<file path="src/hdl/bfsp_pkg.sv">
package bfsp_pkg;

    localparam int MAX_VERTICES = 32;
    localparam int MAX_EDGES    = 32;
    localparam int VTX_BITS     = $clog2(MAX_VERTICES);
    localparam int EDGE_BITS    = $clog2(MAX_EDGES);
    localparam int CNT_BITS     = 6;
    localparam int WEIGHT_BITS  = 16;
    localparam int DIST_BITS    = 21;
    localparam int CFG_IDX_BITS = 1;

    typedef logic [VTX_BITS-1:0]         t_vtx;
    typedef logic [EDGE_BITS-1:0]        t_edge_addr;
    typedef logic [CNT_BITS-1:0]         t_cnt;
    typedef logic signed [WEIGHT_BITS-1:0] t_weight;
    typedef logic signed [DIST_BITS-1:0] t_dist;
    typedef logic [CFG_IDX_BITS-1:0]     t_cfg_idx;

    localparam t_cfg_idx CFG_VERTEX_COUNT = 1'b0;
    localparam t_cfg_idx CFG_EDGE_COUNT   = 1'b1;

    localparam t_cnt VERTEX_COUNT_RESET = t_cnt'(32);
    localparam t_cnt EDGE_COUNT_RESET   = t_cnt'(0);

    localparam t_dist DIST_MAX = {1'b0, {(DIST_BITS-1){1'b1}}};
    localparam t_dist DIST_MIN = {1'b1, {(DIST_BITS-1){1'b0}}};

    typedef struct packed {
        logic       load;
        logic       init;
        logic       edge_rd;
        t_edge_addr edge_addr;
        logic       dist_rd;
        logic       relax;
        logic       out_rd;
        t_vtx       out_vtx;
        logic       out_last;
        logic       out_cyc;
        t_cnt       nv;
    } t_cmd;

    typedef struct packed {
        logic hit;
    } t_status;

endpackage

</file>
<file path="src/hdl/bfsp_datapath.sv">
module bfsp_datapath (
    input  logic                  i_clk,
    input  logic                  i_rst_n,
    input  bfsp_pkg::t_cmd        i_cmd,
    input  bfsp_pkg::t_edge_addr  i_edge_index,
    input  bfsp_pkg::t_vtx        i_edge_from,
    input  bfsp_pkg::t_vtx        i_edge_to,
    input  bfsp_pkg::t_weight     i_edge_weight,
    input  bfsp_pkg::t_vtx        i_source_vertex,
    output bfsp_pkg::t_status     o_status,
    output logic                  o_valid,
    output bfsp_pkg::t_vtx        o_vertex,
    output bfsp_pkg::t_dist       o_distance,
    output logic                  o_unreachable,
    output logic                  o_negative_cycle,
    output logic                  o_last
);

    // edge store and distance store
    bfsp_pkg::t_vtx    r_from_mem   [bfsp_pkg::MAX_EDGES];
    bfsp_pkg::t_vtx    r_to_mem     [bfsp_pkg::MAX_EDGES];
    bfsp_pkg::t_weight r_weight_mem [bfsp_pkg::MAX_EDGES];
    bfsp_pkg::t_dist   r_dist_mem   [bfsp_pkg::MAX_VERTICES];
    logic [bfsp_pkg::MAX_VERTICES-1:0] r_reached;

    bfsp_pkg::t_vtx    r_e_from;
    bfsp_pkg::t_vtx    r_e_to;
    bfsp_pkg::t_weight r_e_w;
    bfsp_pkg::t_dist   r_dx;
    bfsp_pkg::t_dist   r_dy;
    logic              r_rx;
    logic              r_ry;

    logic              r_valid;
    bfsp_pkg::t_vtx    r_vertex;
    bfsp_pkg::t_dist   r_distance;
    logic              r_unreachable;
    logic              r_negative_cycle;
    logic              r_last;

    logic signed [bfsp_pkg::DIST_BITS:0] sum;
    bfsp_pkg::t_dist   cand;
    logic              in_range;
    logic              hit;
    logic [bfsp_pkg::MAX_VERTICES-1:0] src_mask;

    always_comb begin
        sum = (bfsp_pkg::DIST_BITS+1)'(r_dx)
            + (bfsp_pkg::DIST_BITS+1)'(r_e_w);
        if (sum > (bfsp_pkg::DIST_BITS+1)'(bfsp_pkg::DIST_MAX)) begin
            cand = bfsp_pkg::DIST_MAX;
        end else if (sum < (bfsp_pkg::DIST_BITS+1)'(bfsp_pkg::DIST_MIN)) begin
            cand = bfsp_pkg::DIST_MIN;
        end else begin
            cand = sum[bfsp_pkg::DIST_BITS-1:0];
        end
        in_range = ({1'b0, r_e_from} < i_cmd.nv) && ({1'b0, r_e_to} < i_cmd.nv);
        hit = in_range && r_rx && (!r_ry || (cand < r_dy));
        if ({1'b0, i_source_vertex} < i_cmd.nv) begin
            src_mask = {{(bfsp_pkg::MAX_VERTICES-1){1'b0}}, 1'b1} << i_source_vertex;
        end else begin
            src_mask = '0;
        end
    end

    assign o_status.hit = hit;

    always_ff @(posedge i_clk) begin
        if (i_cmd.load) begin
            r_from_mem[i_edge_index]   <= i_edge_from;
            r_to_mem[i_edge_index]     <= i_edge_to;
            r_weight_mem[i_edge_index] <= i_edge_weight;
        end
        if (i_cmd.edge_rd) begin
            r_e_from <= r_from_mem[i_cmd.edge_addr];
            r_e_to   <= r_to_mem[i_cmd.edge_addr];
            r_e_w    <= r_weight_mem[i_cmd.edge_addr];
        end
    end

    always_ff @(posedge i_clk) begin
        if (i_cmd.relax && hit) begin
            r_dist_mem[r_e_to] <= cand;
        end
        if (i_cmd.init) begin
            r_dist_mem[i_source_vertex] <= '0;
        end
        if (i_cmd.dist_rd) begin
            r_dx <= r_dist_mem[r_e_from];
            r_dy <= r_dist_mem[r_e_to];
            r_rx <= r_reached[r_e_from];
            r_ry <= r_reached[r_e_to];
        end
        if (i_cmd.out_rd) begin
            r_vertex      <= i_cmd.out_vtx;
            r_distance    <= r_reached[i_cmd.out_vtx] ? r_dist_mem[i_cmd.out_vtx] : '0;
            r_unreachable <= !r_reached[i_cmd.out_vtx];
        end else if (i_cmd.out_cyc) begin
            r_vertex      <= '0;
            r_distance    <= '0;
            r_unreachable <= 1'b0;
        end
    end

    always_ff @(posedge i_clk) begin
        if (!i_rst_n) begin
            r_reached        <= '0;
            r_valid          <= 1'b0;
            r_negative_cycle <= 1'b0;
            r_last           <= 1'b0;
        end else begin
            if (i_cmd.init) begin
                r_reached <= src_mask;
            end else if (i_cmd.relax && hit) begin
                r_reached[r_e_to] <= 1'b1;
            end
            r_valid          <= i_cmd.out_rd || i_cmd.out_cyc;
            r_negative_cycle <= i_cmd.out_cyc;
            r_last           <= i_cmd.out_cyc || (i_cmd.out_rd && i_cmd.out_last);
        end
    end

    assign o_valid          = r_valid;
    assign o_vertex         = r_vertex;
    assign o_distance       = r_distance;
    assign o_unreachable    = r_unreachable;
    assign o_negative_cycle = r_negative_cycle;
    assign o_last           = r_last;

endmodule

</file>
<file path="src/hdl/bfsp_controller.sv">
module bfsp_controller (
    input  logic                 i_clk,
    input  logic                 i_rst_n,
    input  logic                 i_start,
    input  logic                 i_mode,
    input  logic                 i_cfg_we,
    input  bfsp_pkg::t_cfg_idx   i_cfg_index,
    input  bfsp_pkg::t_cnt       i_cfg_data,
    input  bfsp_pkg::t_status    i_status,
    output bfsp_pkg::t_cmd       o_cmd,
    output logic                 o_busy
);

    typedef enum logic [2:0] {
        S_IDLE,
        S_READ,
        S_RELAX,
        S_OUT,
        S_CYC
    } t_state;

    t_state               r_state;
    bfsp_pkg::t_cnt       r_vertex_count;
    bfsp_pkg::t_cnt       r_edge_count;
    bfsp_pkg::t_edge_addr r_edge;
    bfsp_pkg::t_vtx       r_pass;
    bfsp_pkg::t_vtx       r_vtx;
    logic                 r_check;

    bfsp_pkg::t_cnt       nv;
    bfsp_pkg::t_cnt       ne;
    logic                 accept;
    logic                 run;
    logic                 last_edge;
    logic                 last_vtx;
    logic                 next_is_check;

    always_comb begin
        if (r_vertex_count == '0) begin
            nv = bfsp_pkg::t_cnt'(1);
        end else if (r_vertex_count > bfsp_pkg::t_cnt'(bfsp_pkg::MAX_VERTICES)) begin
            nv = bfsp_pkg::t_cnt'(bfsp_pkg::MAX_VERTICES);
        end else begin
            nv = r_vertex_count;
        end
        if (r_edge_count > bfsp_pkg::t_cnt'(bfsp_pkg::MAX_EDGES)) begin
            ne = bfsp_pkg::t_cnt'(bfsp_pkg::MAX_EDGES);
        end else begin
            ne = r_edge_count;
        end
        accept        = i_start && (r_state == S_IDLE);
        run           = accept && i_mode;
        last_edge     = ({1'b0, r_edge} + bfsp_pkg::t_cnt'(1)) == ne;
        last_vtx      = ({1'b0, r_vtx} + bfsp_pkg::t_cnt'(1)) == nv;
        next_is_check = ({1'b0, r_pass} + bfsp_pkg::t_cnt'(2)) >= nv;
    end

    always_comb begin
        o_cmd           = '0;
        o_cmd.nv        = nv;
        o_cmd.load      = accept && !i_mode;
        o_cmd.init      = run;
        o_cmd.out_vtx   = r_vtx;
        o_cmd.out_last  = last_vtx;
        unique case (r_state)
            S_IDLE: begin
                o_cmd.edge_rd   = run;
                o_cmd.edge_addr = '0;
            end
            S_READ: begin
                o_cmd.dist_rd = 1'b1;
            end
            S_RELAX: begin
                o_cmd.relax     = !r_check;
                o_cmd.edge_rd   = 1'b1;
                o_cmd.edge_addr = last_edge ? '0 : r_edge + bfsp_pkg::t_edge_addr'(1);
            end
            S_OUT: begin
                o_cmd.out_rd = 1'b1;
            end
            S_CYC: begin
                o_cmd.out_cyc = 1'b1;
            end
            default: begin
            end
        endcase
    end

    always_ff @(posedge i_clk) begin
        if (!i_rst_n) begin
            r_state        <= S_IDLE;
            r_vertex_count <= bfsp_pkg::VERTEX_COUNT_RESET;
            r_edge_count   <= bfsp_pkg::EDGE_COUNT_RESET;
            r_edge         <= '0;
            r_pass         <= '0;
            r_vtx          <= '0;
            r_check        <= 1'b0;
        end else begin
            if (i_cfg_we) begin
                unique case (i_cfg_index)
                    bfsp_pkg::CFG_VERTEX_COUNT: r_vertex_count <= i_cfg_data;
                    bfsp_pkg::CFG_EDGE_COUNT:   r_edge_count   <= i_cfg_data;
                    default: begin
                    end
                endcase
            end
            unique case (r_state)
                S_IDLE: begin
                    if (run) begin
                        r_edge  <= '0;
                        r_pass  <= '0;
                        r_vtx   <= '0;
                        r_check <= (nv == bfsp_pkg::t_cnt'(1));
                        r_state <= (ne == '0) ? S_OUT : S_READ;
                    end
                end
                S_READ: begin
                    r_state <= S_RELAX;
                end
                S_RELAX: begin
                    if (r_check && i_status.hit) begin
                        r_state <= S_CYC;
                    end else if (last_edge) begin
                        r_edge <= '0;
                        if (r_check) begin
                            r_state <= S_OUT;
                        end else begin
                            r_pass  <= r_pass + bfsp_pkg::t_vtx'(1);
                            r_check <= next_is_check;
                            r_state <= S_READ;
                        end
                    end else begin
                        r_edge  <= r_edge + bfsp_pkg::t_edge_addr'(1);
                        r_state <= S_READ;
                    end
                end
                S_OUT: begin
                    if (last_vtx) begin
                        r_state <= S_IDLE;
                    end else begin
                        r_vtx <= r_vtx + bfsp_pkg::t_vtx'(1);
                    end
                end
                S_CYC: begin
                    r_state <= S_IDLE;
                end
                default: begin
                    r_state <= S_IDLE;
                end
            endcase
        end
    end

    assign o_busy = (r_state != S_IDLE);

endmodule

</file>
<file path="src/hdl/bellman_ford_shortest_paths_core.sv">
// Single-source shortest paths over up to 32 vertices and 32 stored edges. A load request
// (mode 0) writes one edge slot and gives no result; busy stays low. A run request
// (mode 1) relaxes every edge vertex_count-1 times and checks once for a reachable
// negative cycle; each edge passes through a READ state (distance store read) and a
// RELAX state (distance store update, overlapped with the following edge store read),
// so each edge's distance read comes after the previous update. It then gives either
// one negative-cycle result or one result per vertex on consecutive cycles, each shown
// for exactly one cycle with o_valid; results cannot be held off, so the receiver must
// take every strobe. busy falls once the last result is registered.
module bellman_ford_shortest_paths_core (
    input  logic                       i_clk,
    input  logic                       i_rst_n,
    input  logic                       i_start,
    output logic                       o_busy,
    input  logic                       i_mode,
    input  logic [4:0]                 i_edge_index,
    input  logic [4:0]                 i_edge_from,
    input  logic [4:0]                 i_edge_to,
    input  logic signed [15:0]         i_edge_weight,
    input  logic [4:0]                 i_source_vertex,
    input  logic                       i_cfg_we,
    input  logic [0:0]                 i_cfg_index,
    input  logic [5:0]                 i_cfg_data,
    output logic                       o_valid,
    output logic [4:0]                 o_vertex,
    output logic signed [20:0]         o_distance,
    output logic                       o_unreachable,
    output logic                       o_negative_cycle,
    output logic                       o_last
);

    bfsp_pkg::t_cmd    cmd;
    bfsp_pkg::t_status status;

    bfsp_controller u_ctrl (
        .i_clk       (i_clk),
        .i_rst_n     (i_rst_n),
        .i_start     (i_start),
        .i_mode      (i_mode),
        .i_cfg_we    (i_cfg_we),
        .i_cfg_index (i_cfg_index),
        .i_cfg_data  (i_cfg_data),
        .i_status    (status),
        .o_cmd       (cmd),
        .o_busy      (o_busy)
    );

    bfsp_datapath u_dp (
        .i_clk            (i_clk),
        .i_rst_n          (i_rst_n),
        .i_cmd            (cmd),
        .i_edge_index     (i_edge_index),
        .i_edge_from      (i_edge_from),
        .i_edge_to        (i_edge_to),
        .i_edge_weight    (i_edge_weight),
        .i_source_vertex  (i_source_vertex),
        .o_status         (status),
        .o_valid          (o_valid),
        .o_vertex         (o_vertex),
        .o_distance       (o_distance),
        .o_unreachable    (o_unreachable),
        .o_negative_cycle (o_negative_cycle),
        .o_last           (o_last)
    );

endmodule

</file>
<file path="config.mk">
export PLATFORM = sky130hd
export DESIGN_NAME = bellman_ford_shortest_paths_core
export DESIGN_NICKNAME = d
export VERILOG_FILES = /design/src/hdl/bfsp_pkg.sv /design/src/hdl/bfsp_datapath.sv /design/src/hdl/bfsp_controller.sv /design/src/hdl/bellman_ford_shortest_paths_core.sv
export SDC_FILE = /design/constraint.sdc
export NUM_CORES = 2
export LEC_CHECK = 0
export BUFFER_PORTS_ARGS = -buffer_cell sky130_fd_sc_hd__buf_2
export CORE_MARGIN = 1.5
export CORE_UTILIZATION = 57
export CTS_CLUSTER_DIAMETER = 50
export DETAILED_ROUTE_END_ITERATION = 10
export HOLD_SLACK_MARGIN = 0.12
export PLACE_DENSITY = 0.76
export SETUP_SLACK_MARGIN = 0.4
export SYNTH_ARGS = -nofsm -noshare
export SYNTH_HDL_FRONTEND = slang
export SYNTH_SLANG_ARGS = --single-unit
</file>
<file path="constraint.sdc">
create_clock -name i_clk -period 5.95 [get_ports i_clk]
set_input_delay 0.2975 -clock i_clk [delete_from_list [all_inputs] [get_ports i_clk]]
set_output_delay 0.2975 -clock i_clk [all_outputs]
set_load 0.02 [all_outputs]
</file>
==> metrics.txt <==
outcome complete, no violations; core area 134,000 um^2; Core Rows between 100 and 150; post-synthesis mux area share 20.0%; EDFF count, synth 1,601; global-route wire length before repair 333,000 um; Worst VDD drop approximately 0.31 mV; FF+latch count, synth 1,672; worst-path maximum fanout 8; mapped cell area 77,200 um^2; Clk Tree Root Cell clkbuf_16; Area growth syn-to-layout 14.3%; syn_nets roughly 4,700; most frequent cells after synthesis edfxtp_1, mux4_2, nand2_1, clkbuf_1, nor2_1; die width 371 um; Sink Count 1,672; final worst-path cycle share 93.3%; top post-synthesis cells by area edfxtp_1, mux4_2, nand2_1; PD cells 314 nW/um^2; slowest CP cell or4_4; Overall Global Routing Usage about a third; die area ~140,000 um^2; die span in y 371 um; WHS 172 ps; worst endpoint data arrival time 6080 ps; Post-Syn Instances 4,596; main combinational cell family by area after synthesis multiplexers; Seq/Total Area, Yosys around 64%; Max Root-Sink Buffers 3; Fin Setup TNS 0 ps; leakage approximately 0.028 uW; Required @ worst endpoint 6480 ps; Async SR Flop Fraction 0%; Worst setup SP type flop; Remaining DRCs 0; Yosys warnings 0; HP Class in -> reg; Synth area leader edfxtp_1; detailed-route via count 49,400; antenna-violating nets left 0; clock-pin slew on the worst setup and hold paths about 50 ps; Cell variety after synth 67; minimum clock period 5550 ps; initial antenna violation count 19; GRT overflow 0; Seq. cell area 49,500 um^2; MaxCap Viol Count 0; post-route worst setup slack 401 ps; I/O Pins 79; count of final setup violators 0; Final Skew 57.7 ps; vias in the first global route 47,900; RSZ-0062 raised after global routing yes; largest net degree at the start of global routing 142; most instantiated library cell after synthesis edfxtp_1; total wire length 232,000 um; DP Worst Slack around 80 ps; CTS tree yes; Initial Utilization 57.6%; DR vias/cell 7.37; Max Slew Vio Count 0; Synth Area in Adders 1.10%; Detail Placement HPWL roughly 140,000 um; worst setup path class reg -> reg; First DRT Iteration DRCs 7,546; Synth top area share 62.3%; Avg Cell Area, Syn between 15 and 20 um^2; Multi-input gate area 27,100 um^2; CTS HTree Levels 4; post-synthesis compound-gate area fraction 7.14%; slew margin rel. 12.5%; XOR/XNOR Fraction of Synth Area 0.478%; most used cell, CP buf_6; CP peak stage delay 570 ps; fillcell total about 8,500; WL per Instance around 35 um; clk_lat worst skew just over 800 ps; fin nets a little under 5,000; worst-margin pin slew 1310 ps; TritonCTS buffer count between 150 and 200; layout cells sized above 1 between 20% and 30%; Port Buffers 78; DR pass1 iterations 6; RePlAce Congestion between 0.9 and 1; final hold viol count 0; Max Freq ~180 MHz; simple-gate share of the synthesized area between 5 and 6%; CP Capture Type flop; ys flop type edfxtp_1
## cell families after synthesis
kind of cell | Yosys count
multiplexers | 766
adder cells (fa/ha/maj) | 68
AO/OA/AOI/OAI | 754
buffers and inverters | 417
AND/OR/NAND/NOR | 881
XOR/XNOR | 38
flip-flops | 1672
## worst max-delay path, delay by kind of cell, from the launching register on
family,cells,cell delay (ps)
AOI/OAI and AO/OA,8,1060
adders and majority gates,3,910
buffers and inverters,6,1040
DFF,1,360
and+or+nand+nor,8,1860
## per-layer routing
layer	up-vias	GRT usage [%]	wire length [um]
met3	793	7.57	27500
met2	4136	52.7	110000
li1	19600	-	-
met5	-	0	134
met4	20	21.9	17600
met1	24900	43.4	77500
## cell usage in the layout (no fill, tap or decap), types with 51 or more instances in the layout
cell type,instances
buf_12,54
nand3_1,80
o221ai_1,126
o21ai_0,51
mux2i_1,126
buf_2,78
mux4_2,616
dfxtp_1,65
ha_1,54
a22oi_1,89
a21oi_1,125
a31oi_1,77
nor2_1,130
buf_4,168
nor2_4,70
clkbuf_16,182
a221oi_1,73
inv_1,72
edfxtp_1,1601
nand2_1,400
## state kept, by name (all words and copies together), names as in the netlist, 6 cells and up, named ones only
register / flops
u_dp.r_weight_mem: 512
u_dp.r_to_mem: 160
u_dp.r_dy: 21
u_dp.r_from_mem: 160
u_dp.r_dist_mem: 672
u_dp.r_e_w: 16
u_dp.r_dx: 21
u_dp.r_reached: 32
u_ctrl.r_edge_count: 6
u_ctrl.r_vertex_count: 6
u_dp.o_distance: 21
## final timing paths
path	start	end	slack, ps	cells past startpoint
setup / recovery	u_dp.r_e_w[15]	u_dp.r_dist_mem[31][0]	400	25
hold / removal	i_source_vertex[0]	u_dp.r_reached[20]	170	4
setup reg to reg	u_dp.r_e_w[15]	u_dp.r_dist_mem[31][0]	400	25
hold reg to reg	u_ctrl.r_edge_count[0]	u_ctrl.r_edge_count[0]	490	2
## timing repair
item | CTS | global route
resized for setup | 22 | 60
hold endpoints to repair | 855 | 0
hold buffers | 44 | 0
pin swaps | 10 | 30
setup buffers | 12 | 11
setup endpoints to repair | 709 | 711
gates cloned | 1 | 4
## area by class of cell
cell class	count	area share, %
flip-flops and latches	1672	56.1
diodes	5	0.0142
clock inverters	110	1.25
clock buffers	207	5.19
repair buffers	364	3.92
multi-input cells	2508	30.7
inverters	74	0.315
well taps	1768	2.51
## through the flow
stage	cells	total power, uW	cell area (um^2)	util (%)
after floorplan	4596	15600	77300	-
after global placement	6314	16900	81400	60.8
after CTS	6688	27600	87800	65.5
after global routing	6704	28400	88200	65.9
after detailed placement	6314	16900	81400	60.8
final	6708	27700	88200	65.9
## report_power, final
part | switching (uW) | internal, uW | total (uW)
Combinational | 2160 | 1100 | 3250
Clock | 4720 | 6090 | 10800
Sequential | 103 | 13600 | 13700
Total | 6980 | 20700 | 27700
(Power assumes the default switching activity.)
